[src/sv/ksa_pkg.sv]
// Shared definitions for the set-1 scancode to ASCII converter.
// Holds scancode constants, action codes and the constant key map ROM.
// No dependencies.
package ksa_pkg;

  localparam int MAP_ENTRIES_DEF = 86;

  localparam logic [7:0] SC_RELEASE      = 8'h80;
  localparam logic [7:0] SC_PREFIX_EXT   = 8'hE0;
  localparam logic [7:0] SC_PREFIX_PAUSE = 8'hE1;
  localparam logic [7:0] SC_CAPS         = 8'h3A;
  localparam logic [7:0] SC_RSHIFT       = 8'h36;
  localparam logic [7:0] SC_LSHIFT       = 8'h2A;
  localparam logic [7:0] SC_CTRL         = 8'h1D;
  localparam logic [7:0] SC_CTRL_UP      = 8'h9D;
  localparam logic [7:0] SC_RSHIFT_UP    = 8'hB6;
  localparam logic [7:0] SC_LSHIFT_UP    = 8'hAA;
  localparam logic [7:0] SC_KEY_L        = 8'h26;
  localparam logic [7:0] SC_KEY_TAB      = 8'h0F;

  localparam logic [1:0] PAUSE_SKIP_LOAD = 2'd2;

  typedef enum logic [1:0] {
    ACT_NONE   = 2'd0,
    ACT_CLEAR  = 2'd1,
    ACT_SWITCH = 2'd2
  } ctrl_action_t;

  // Unshifted, lower-case layout.
  function automatic logic [7:0] base_map(input logic [6:0] idx);
    logic [7:0] ch;
    ch = 8'h00;
    case (idx)
      7'h02: ch = "1";
      7'h03: ch = "2";
      7'h04: ch = "3";
      7'h05: ch = "4";
      7'h06: ch = "5";
      7'h07: ch = "6";
      7'h08: ch = "7";
      7'h09: ch = "8";
      7'h0A: ch = "9";
      7'h0B: ch = "0";
      7'h0C: ch = "-";
      7'h0D: ch = "=";
      7'h0E: ch = 8'h08;
      7'h0F: ch = 8'h09;
      7'h10: ch = "q";
      7'h11: ch = "w";
      7'h12: ch = "e";
      7'h13: ch = "r";
      7'h14: ch = "t";
      7'h15: ch = "y";
      7'h16: ch = "u";
      7'h17: ch = "i";
      7'h18: ch = "o";
      7'h19: ch = "p";
      7'h1A: ch = "[";
      7'h1B: ch = "]";
      7'h1C: ch = 8'h0A;
      7'h1E: ch = "a";
      7'h1F: ch = "s";
      7'h20: ch = "d";
      7'h21: ch = "f";
      7'h22: ch = "g";
      7'h23: ch = "h";
      7'h24: ch = "j";
      7'h25: ch = "k";
      7'h26: ch = "l";
      7'h27: ch = ";";
      7'h28: ch = 8'h27;
      7'h29: ch = 8'h60;
      7'h2B: ch = 8'h5C;
      7'h2C: ch = "z";
      7'h2D: ch = "x";
      7'h2E: ch = "c";
      7'h2F: ch = "v";
      7'h30: ch = "b";
      7'h31: ch = "n";
      7'h32: ch = "m";
      7'h33: ch = ",";
      7'h34: ch = ".";
      7'h35: ch = "/";
      7'h39: ch = " ";
      7'h4A: ch = "-";
      7'h4E: ch = "+";
      default: ch = 8'h00;
    endcase
    return ch;
  endfunction

  // Keys that change under shift (symbols, with tab and enter cleared to zero); everything else falls back to base.
  function automatic logic [7:0] shift_map(input logic [6:0] idx);
    logic [7:0] ch;
    ch = base_map(idx);
    case (idx)
      7'h02: ch = "!";
      7'h03: ch = "@";
      7'h04: ch = "#";
      7'h05: ch = "$";
      7'h06: ch = "%";
      7'h07: ch = "^";
      7'h08: ch = "&";
      7'h09: ch = "*";
      7'h0A: ch = "(";
      7'h0B: ch = ")";
      7'h0C: ch = "_";
      7'h0D: ch = "+";
      7'h0F: ch = 8'h00;
      7'h1A: ch = "{";
      7'h1B: ch = "}";
      7'h1C: ch = 8'h00;
      7'h27: ch = ":";
      7'h28: ch = 8'h22;
      7'h29: ch = "~";
      7'h2B: ch = "|";
      7'h33: ch = "<";
      7'h34: ch = ">";
      7'h35: ch = "?";
      default: ch = ch;
    endcase
    return ch;
  endfunction

  function automatic logic is_letter(input logic [6:0] idx);
    return (idx >= 7'h10 && idx <= 7'h19) || (idx >= 7'h1E && idx <= 7'h26) ||
           (idx >= 7'h2C && idx <= 7'h32);
  endfunction

  // Map select: bit 1 is shift, bit 0 is caps. Letters are upper case when
  // exactly one of the two is active.
  function automatic logic [7:0] key_map(input logic [1:0] which, input logic [6:0] idx);
    logic [7:0] ch;
    if (is_letter(idx)) begin
      ch = base_map(idx);
      if (which[1] ^ which[0]) begin
        ch = ch - 8'h20;
      end
    end else if (which[1]) begin
      ch = shift_map(idx);
    end else begin
      ch = base_map(idx);
    end
    return ch;
  endfunction

endpackage

[src/sv/ksa_if.sv]
// Valid/ready channel interfaces for the scancode converter.
// Depends on nothing; one interface for scancode beats, one for result beats.
interface ksa_scan_if;
  logic       valid;
  logic       ready;
  logic [7:0] scancode;

  modport source (output valid, output scancode, input ready);
  modport sink (input valid, input scancode, output ready);
endinterface

interface ksa_char_if;
  logic       valid;
  logic       ready;
  logic       char_valid;
  logic [7:0] char_code;
  logic       extended_key;
  logic [1:0] ctrl_action;

  modport source (output valid, output char_valid, output char_code,
                  output extended_key, output ctrl_action, input ready);
  modport sink (input valid, input char_valid, input char_code,
                input extended_key, input ctrl_action, output ready);
endinterface

[src/sv/keyboard_scancode_to_ascii.sv]
// Set-1 keyboard scancode to ASCII converter, top level.
// Path: a scancode beat passes through the input register and the result register to the result beat.
// Throughput: one beat per cycle; the only limit is the result register draining.
// Reset (synchronous, rst high): both registers empty, shift/caps/ctrl/prefix clear,
// no pause skip pending.
// Depends on ksa_pkg and the channel interfaces in ksa_if.sv.
module keyboard_scancode_to_ascii
  import ksa_pkg::*;
#(
  parameter int MAP_ENTRIES = MAP_ENTRIES_DEF
) (
  input  logic clk,
  input  logic rst,
  ksa_scan_if.sink   scan,
  ksa_char_if.source key
);

  localparam logic [7:0] MapLimit = 8'(MAP_ENTRIES);

  // Input register stage.
  logic       in_full;
  logic [7:0] in_code;

  // Result register stage.
  logic         out_full;
  logic         out_char_valid;
  logic [7:0]   out_char_code;
  logic         out_extended;
  ctrl_action_t out_action;

  // Keyboard state, advanced once per beat leaving the input register.
  logic       shift_held, shift_held_next;
  logic       caps_on, caps_on_next;
  logic       ctrl_held, ctrl_held_next;
  logic       after_prefix, after_prefix_next;
  logic [1:0] pause_skip, pause_skip_next;

  // Conversion results for the beat held in the input register.
  logic         conv_valid;
  logic [7:0]   conv_code;
  logic         conv_ext;
  ctrl_action_t conv_action;

  logic       advance;
  logic       is_release;
  logic [6:0] map_idx;

  // Move a beat forward when the result register is free or being drained.
  assign advance   = in_full && (!out_full || key.ready);
  assign scan.ready = !in_full || advance;

  assign is_release = (in_code & SC_RELEASE) != 8'h00;
  assign map_idx    = in_code[6:0];

  // Conversion uses the state as it stood before this beat.
  always_comb begin
    conv_valid  = 1'b0;
    conv_code   = 8'h00;
    conv_ext    = 1'b0;
    conv_action = ACT_NONE;
    if (pause_skip != 2'd0) begin
      // swallow: pause sequence bytes
    end else if (after_prefix) begin
      if (!is_release) begin
        conv_valid = 1'b1;
        conv_code  = in_code;
        conv_ext   = 1'b1;
      end
    end else if (in_code == SC_PREFIX_PAUSE || in_code == SC_PREFIX_EXT) begin
      // prefixes give nothing themselves
    end else if (!is_release) begin
      if (shift_held || caps_on || !ctrl_held) begin
        conv_valid = 1'b1;
        // Indexes at or past the table bound read as zero.
        if ({1'b0, map_idx} < MapLimit) begin
          conv_code = key_map({shift_held, caps_on}, map_idx);
        end
      end else if (in_code == SC_KEY_L) begin
        conv_action = ACT_CLEAR;
      end else if (in_code == SC_KEY_TAB) begin
        conv_action = ACT_SWITCH;
      end
    end
  end

  // State update applies to every byte, swallowed ones included.
  always_comb begin
    shift_held_next   = shift_held;
    caps_on_next      = caps_on;
    ctrl_held_next    = ctrl_held;
    pause_skip_next   = pause_skip;
    after_prefix_next = (in_code == SC_PREFIX_EXT);

    if (pause_skip != 2'd0) begin
      pause_skip_next = pause_skip - 2'd1;
    end else if (!after_prefix && in_code == SC_PREFIX_PAUSE) begin
      pause_skip_next = PAUSE_SKIP_LOAD;
    end

    if (is_release) begin
      if (in_code == SC_RSHIFT_UP || in_code == SC_LSHIFT_UP) begin
        shift_held_next = 1'b0;
      end
      if (in_code == SC_CTRL_UP) begin
        ctrl_held_next = 1'b0;
      end
    end else if (in_code == SC_CAPS) begin
      caps_on_next = !caps_on;
    end else if (in_code == SC_RSHIFT || in_code == SC_LSHIFT) begin
      shift_held_next = 1'b1;
    end else if (in_code == SC_CTRL) begin
      ctrl_held_next = 1'b1;
    end
  end

  // Control: occupancy of both stages and the keyboard state.
  always_ff @(posedge clk) begin
    if (rst) begin
      in_full      <= 1'b0;
      out_full     <= 1'b0;
      shift_held   <= 1'b0;
      caps_on      <= 1'b0;
      ctrl_held    <= 1'b0;
      after_prefix <= 1'b0;
      pause_skip   <= 2'd0;
    end else begin
      if (scan.ready) begin
        in_full <= scan.valid;
      end
      if (advance) begin
        out_full     <= 1'b1;
        shift_held   <= shift_held_next;
        caps_on      <= caps_on_next;
        ctrl_held    <= ctrl_held_next;
        after_prefix <= after_prefix_next;
        pause_skip   <= pause_skip_next;
      end else if (key.ready) begin
        out_full <= 1'b0;
      end
    end
  end

  // Payload: capture the scancode, hold results until taken.
  always_ff @(posedge clk) begin
    if (scan.ready && scan.valid) begin
      in_code <= scan.scancode;
    end
    if (advance) begin
      out_char_valid <= conv_valid;
      out_char_code  <= conv_code;
      out_extended   <= conv_ext;
      out_action     <= conv_action;
    end
  end

  assign key.valid        = out_full;
  assign key.char_valid   = out_char_valid;
  assign key.char_code    = out_char_code;
  assign key.extended_key = out_extended;
  assign key.ctrl_action  = out_action;

endmodule
[src/flat_wrapper.sv]
// flat-port wrapper written by rule: the top's interface ports become plain ports
module keyboard_scancode_to_ascii_flat import ksa_pkg::*;
#(
  parameter int MAP_ENTRIES = MAP_ENTRIES_DEF
)
  (clk, rst, scan_valid, scan_scancode, scan_ready, key_valid, key_char_valid, key_char_code, key_extended_key, key_ctrl_action, key_ready);
  ksa_scan_if scan_i ();
  ksa_char_if key_i ();
  input  logic clk;
  input  logic rst;
  input wire logic [$bits(scan_i.valid)-1:0] scan_valid;
  input wire logic [$bits(scan_i.scancode)-1:0] scan_scancode;
  output wire logic [$bits(scan_i.ready)-1:0] scan_ready;
  output wire logic [$bits(key_i.valid)-1:0] key_valid;
  output wire logic [$bits(key_i.char_valid)-1:0] key_char_valid;
  output wire logic [$bits(key_i.char_code)-1:0] key_char_code;
  output wire logic [$bits(key_i.extended_key)-1:0] key_extended_key;
  output wire logic [$bits(key_i.ctrl_action)-1:0] key_ctrl_action;
  input wire logic [$bits(key_i.ready)-1:0] key_ready;
  assign scan_i.valid = scan_valid;
  assign scan_i.scancode = scan_scancode;
  assign scan_ready = scan_i.ready;
  assign key_valid = key_i.valid;
  assign key_char_valid = key_i.char_valid;
  assign key_char_code = key_i.char_code;
  assign key_extended_key = key_i.extended_key;
  assign key_ctrl_action = key_i.ctrl_action;
  assign key_i.ready = key_ready;
  keyboard_scancode_to_ascii #(.MAP_ENTRIES(MAP_ENTRIES)) u_core (.clk(clk), .rst(rst), .scan(scan_i), .key(key_i));
endmodule
[config.mk]
export PLATFORM = sky130hd
export DESIGN_NAME = keyboard_scancode_to_ascii_flat
export DESIGN_NICKNAME = d
export VERILOG_FILES = /design/src/sv/ksa_pkg.sv /design/src/sv/ksa_if.sv /design/src/sv/keyboard_scancode_to_ascii.sv /design/src/flat_wrapper.sv
export SDC_FILE = /design/constraint.sdc
export NUM_CORES = 1
export LEC_CHECK = 0
export BUFFER_PORTS_ARGS = -buffer_cell sky130_fd_sc_hd__buf_2
export CAP_MARGIN = 15
export CORE_AREA = 2 2 96 98
export CTS_CLUSTER_SIZE = 12
export DETAILED_ROUTE_END_ITERATION = 8
export DIE_AREA = 0 0 98 100
export PLACE_DENSITY_LB_ADDON = 0.3
export SYNTH_ARGS = -nofsm -noshare
export SYNTH_HDL_FRONTEND = slang
export SYNTH_SLANG_ARGS = --single-unit
export TNS_END_PERCENT = 20
[constraint.sdc]
create_clock -name clk -period 3 [get_ports clk]
set_input_delay 0.3 -clock clk [delete_from_list [all_inputs] [get_ports clk]]
set_output_delay 0.3 -clock clk [all_outputs]
set_load 0.05 [all_outputs]
# [After elaboration in Yosys (flattened, before gate mapping)]
# Memories as Yosys holds them, arrays and structs flattened. A register that Yosys moved wholly into a read port is not among the register bits.
# Cells that the tools add are included.
[op_classes] mux=40 addsub=2 reduce_logical=33 n_lt_le_gt_ge=7 bitwise=3 n_eq_ne=38
[op_table] op="$pmux W8 S22" n=1
[op_table] op="$mux W8" n=15
[op_table] op="$eq A7 B4 Y1 const B" n=7
[op_table] op="$eq A7 B6 Y1 const B" n=7
[op_table] op="$eq A8 B8 Y1 const B" n=5
[op_table] op="$eq A8 B6 Y1 const B" n=4
[op_table] op="$eq A7 B3 Y1 const B" n=4
[op_table] op="$mux W7" n=4
[op_table] op="$eq A7 B5 Y1 const B" n=3
[op_table] op="$mux W1" n=17
[op_table] op="$eq A7 B2 Y1 const B" n=2
[op_table] op="$ge A7 B5 Y1 const B" n=2
[op_table] op="$le A7 B6 Y1 const B" n=2
[op_table] op="$reduce_bool A2 Y1" n=5
[op_table] op="$logic_or A1 B1 Y1" n=9
[op_table] op="$eq A8 B4 Y1 const B" n=1
[op_table] op="$eq A8 B5 Y1 const B" n=1
[op_table] op="$sub A8 B6 Y8 const B" n=1
[op_table] op="$ge A7 B6 Y1 const B" n=1
[op_table] op="$le A7 B5 Y1 const B" n=1
[op_table] op="$lt A7 B7 Y1 const B" n=1
[op_table] op="$logic_and A1 B1 Y1" n=6
[op_table] op="$mux W2" n=3
[op_table] op="$reduce_or A6 Y1" n=1
[op_table] op="12 further kinds" n=20
[word_totals] input_bits=12 out_inout_bits=14 rom_bits=2688 word_cells=139 mem_count=3 register_bits=28
[mem_list] memory="(name not given)" depth=128 width=7 read_ports=1 rd_clocked_by_memory_dff=1 write_ports=0 line_no="ksa_pkg.sv:33" rtl="case (idx)"
[mem_list] memory="(name not given)" depth=128 width=7 read_ports=1 rd_clocked_by_memory_dff=1 write_ports=0 line_no="ksa_pkg.sv:33"
[mem_list] memory="(name not given)" depth=128 width=7 read_ports=1 rd_clocked_by_memory_dff=1 write_ports=0 line_no="ksa_pkg.sv:33"

# [Logic depth before layout (Yosys ltp)]
[logic_depth] depth_word=19 depth_mapped=13 depth_no_buf=12

# [Worst setup path before layout]
# OpenSTA, ideal clock, no wires.
[synth_path] path_type="reg2reg" start="register u_core.out_full, in the netlist u_core.key.valid" end="register (tool-made name)" setup_time_ns=0.123 setup_slack_ns=0.377 n_path_buf=1 arrival_time_ns=2.500 stages_incl_launch_ff=10 synth_period_minus_slack_ns=2.623 path_cell_list="dfxtp_1 > and3b_1 > buf_6 > o211ai_2 > inv_1 > ha_1 > mux2_1 > a221oi_1 > o221a_1 > o21ai_1"
[synth_lines] item="from (decl)" line_no="keyboard_scancode_to_ascii.sv:25" rtl="logic out_full;"
[synth_lines] item="from (signal assigned)" line_no="keyboard_scancode_to_ascii.sv:120" rtl="out_full <= 1'b0;"
[synth_lines] item="from (signal assigned)" line_no="keyboard_scancode_to_ascii.sv:131" rtl="out_full <= 1'b1;"
[synth_lines] item="from (signal assigned)" line_no="keyboard_scancode_to_ascii.sv:138" rtl="out_full <= 1'b0;"

==> metrics <==
Worst Setup Path Type=flop to flop; Crit. End Element=flop; Die Span X=98 µm; YS warnings=0; largest cells by area after synthesis=edfxtp_1, dfxtp_1, ha_1; EDFF count, synth=20; asr flop ratio synth=0; Worst-Skew Late Latency=0.30 ns; PD cells=422 mW/mm²; endpoints failing hold=0; fmax=0.378 GHz; FF+latch count, synth=35; antenna diode count=0; endpoints failing setup=0; Worst Tran Pin Value=0.687 ns; Die Y=100 µm; global-route wire length before repair=14,100 µm; top cell type by total area after synthesis=edfxtp_1; Seq. cell area=901 µm²; routability-driven placement congestion ratio=0.943; CTS tree=done; Routed WL per cell=17.2 µm; Non-Filler Instances=494; hold slack=0.195 ns; Max H-tree Level=2; drt pass-1 iters=5; max-slew violations=0; Port Buffers=25; clock sinks=35; top_reg_cell synth=edfxtp_1; sequential area share after synthesis=0.303; fraction of layout cells with a size suffix above 1=0.180; GRT Overall Usage=0.178; Initial Util=0.334; grt ovf=0; CP startpoint kind=flop; Area after DPL=0.00323 mm²; pin count of the biggest net entering global routing=21; outcome=complete, no violations; design area=0.00336 mm²; Via density=5.92; I/O pins=26; CTS buffer count=5; hold buffer count at CTS=0; initial antenna violation count=0; antenna-violating nets left=0; RSZ-0062 raised after global routing=no; Reg clk slew, reported paths=0.08 ns; residual DRC count=0; post-synthesis cell area=0.00297 mm²; Worst Hold Class=primary input to flop; synth cell count leaders=nor2_1, nand2_1, a21oi_1, edfxtp_1, o21ai_0; Yosys top cell area share=0.202; CP required=3.17 ns; Final period util=0.882; Post-Syn Nets=384; Max Root-Sink Buffers=2; CP max FO=10; final WL=8510 µm; Core Box Area=0.00889 mm²; Mapped Cells=357; PostCTS Resize Cnt=0; unique cell type count in the Yosys netlist=76; placed cell count=486; Rel. slew slack=0.540; vias in the first global route=2,790; Initial DRC Count=241; P_leak=1.31 nW; root buf cell=clkbuf_8; Area Overhead vs Synth=12.9%; Syn Area/Cell=8.32 µm²; Setup TNS=0 ns; Final nets=409; most frequent cell after synthesis=nor2_1; vias=2,923; arrival time worst endpoint=2.82 ns; worst vdd ir=0.183 mV; post-layout min period=2.64 ns; DIE AREA=0.00980 mm²; Fillers=924; post-DP HPWL=6330 µm; MaxCap Viol Count=0; skew final=0.00582 ns; Post-CTS Setup Inserts=0; row count=35; area of the multi-input gates=0.00187 mm²
==> power breakdown <==
| group | leakage (nW) | internal (mW) | total [mW] | switching [mW] |
|---|---|---|---|---|
| combinational | 0.936 | 0.138 | 0.384 | 0.246 |
| sequential | 0.312 | 0.542 | 0.581 | 0.0396 |
| clock | 0.0618 | 0.265 | 0.452 | 0.187 |
==> per-layer routing <==
layer	vias up	share of wire	GRT usage
met3	29	0.064	0.0272
met1	1377	0.43	0.226
met2	122	0.47	0.297
li1	1395	-	-
met5	-	0	0
met4	0	0.040	0.0897
==> stage by stage <==
stage | setup slack (ns) | utilization | power, mW
2_1_floorplan | 0.377 | - | 0.858
5_1_grt | 0.203 | 0.377 | 1.48
3_5_place_dp | 0.363 | 0.364 | 0.968
6_report | 0.355 | 0.377 | 1.42
4_1_cts | 0.385 | 0.377 | 1.42
3_3_place_gp | 0.391 | 0.364 | 0.971
==> path summary, 6_finish.rpt <==
kind	depth (start not counted)	startpoint	end	slack, ns
worst max-delay path	9	u_core.in_full$_SDFFE_PP0N_	flop	0.36
worst min-delay path	1	scan_scancode[7]	u_core.in_code[7]$_DFFE_PP_	0.19
worst max register to register	9	u_core.in_full$_SDFFE_PP0N_	flop	0.36
worst min register to register	1	u_core.in_code[7]$_DFFE_PP_	u_core.ctrl_held$_SDFFE_PP0P_	0.50
==> cell families (layout without fill, tap and decap cells) <==
family,after synthesis,in the layout,synth area share
flops,35,35,0.303
mux,12,12,0.0413
buf+inv,43,69,0.0690
compound gates,110,110,0.264
fa+ha+maj,15,15,0.0632
simple gates,138,138,0.247
xor+xnor,4,4,0.0118
==> final cells by class <==
class / instances / share of cell area
Sequential cell: 35 / 0.268
Multi-Input combinational cell: 279 / 0.556
Tap cell: 111 / 0.0414
Clock buffer: 8 / 0.0365
Timing Repair Buffer: 41 / 0.0731
Inverter: 20 / 0.0246
==> cell usage in the layout, fill, tap and decap left out, drive strengths merged, types with 4 or more instances in the layout <==
cell / count
nand2: 33
a21oi: 23
o21ai: 24
nand4b: 4
clkbuf: 8
dfxtp: 15
nor3: 6
buf: 41
mux2i: 10
nand4: 4
nor2b: 5
o31ai: 4
ha: 15
o211ai: 5
nand2b: 9
edfxtp: 20
nor2: 37
inv: 20
a211oi: 8
nor3b: 4
nand3: 12
nor4: 4
o2111ai: 6
a31oi: 9
==> critical path, stage by stage (launching register included) <==
cell	delay, ns
dfxtp_1	0.42
and3b_1	0.38
nor2_1	0.13
a21oi_4	0.27
inv_2	0.17
ha_1	0.28
mux2_1	0.31
a221oi_1	0.26
o221a_1	0.22
o21ai_1	0.06
No activity file was read; power rests on OpenSTA's default activity.
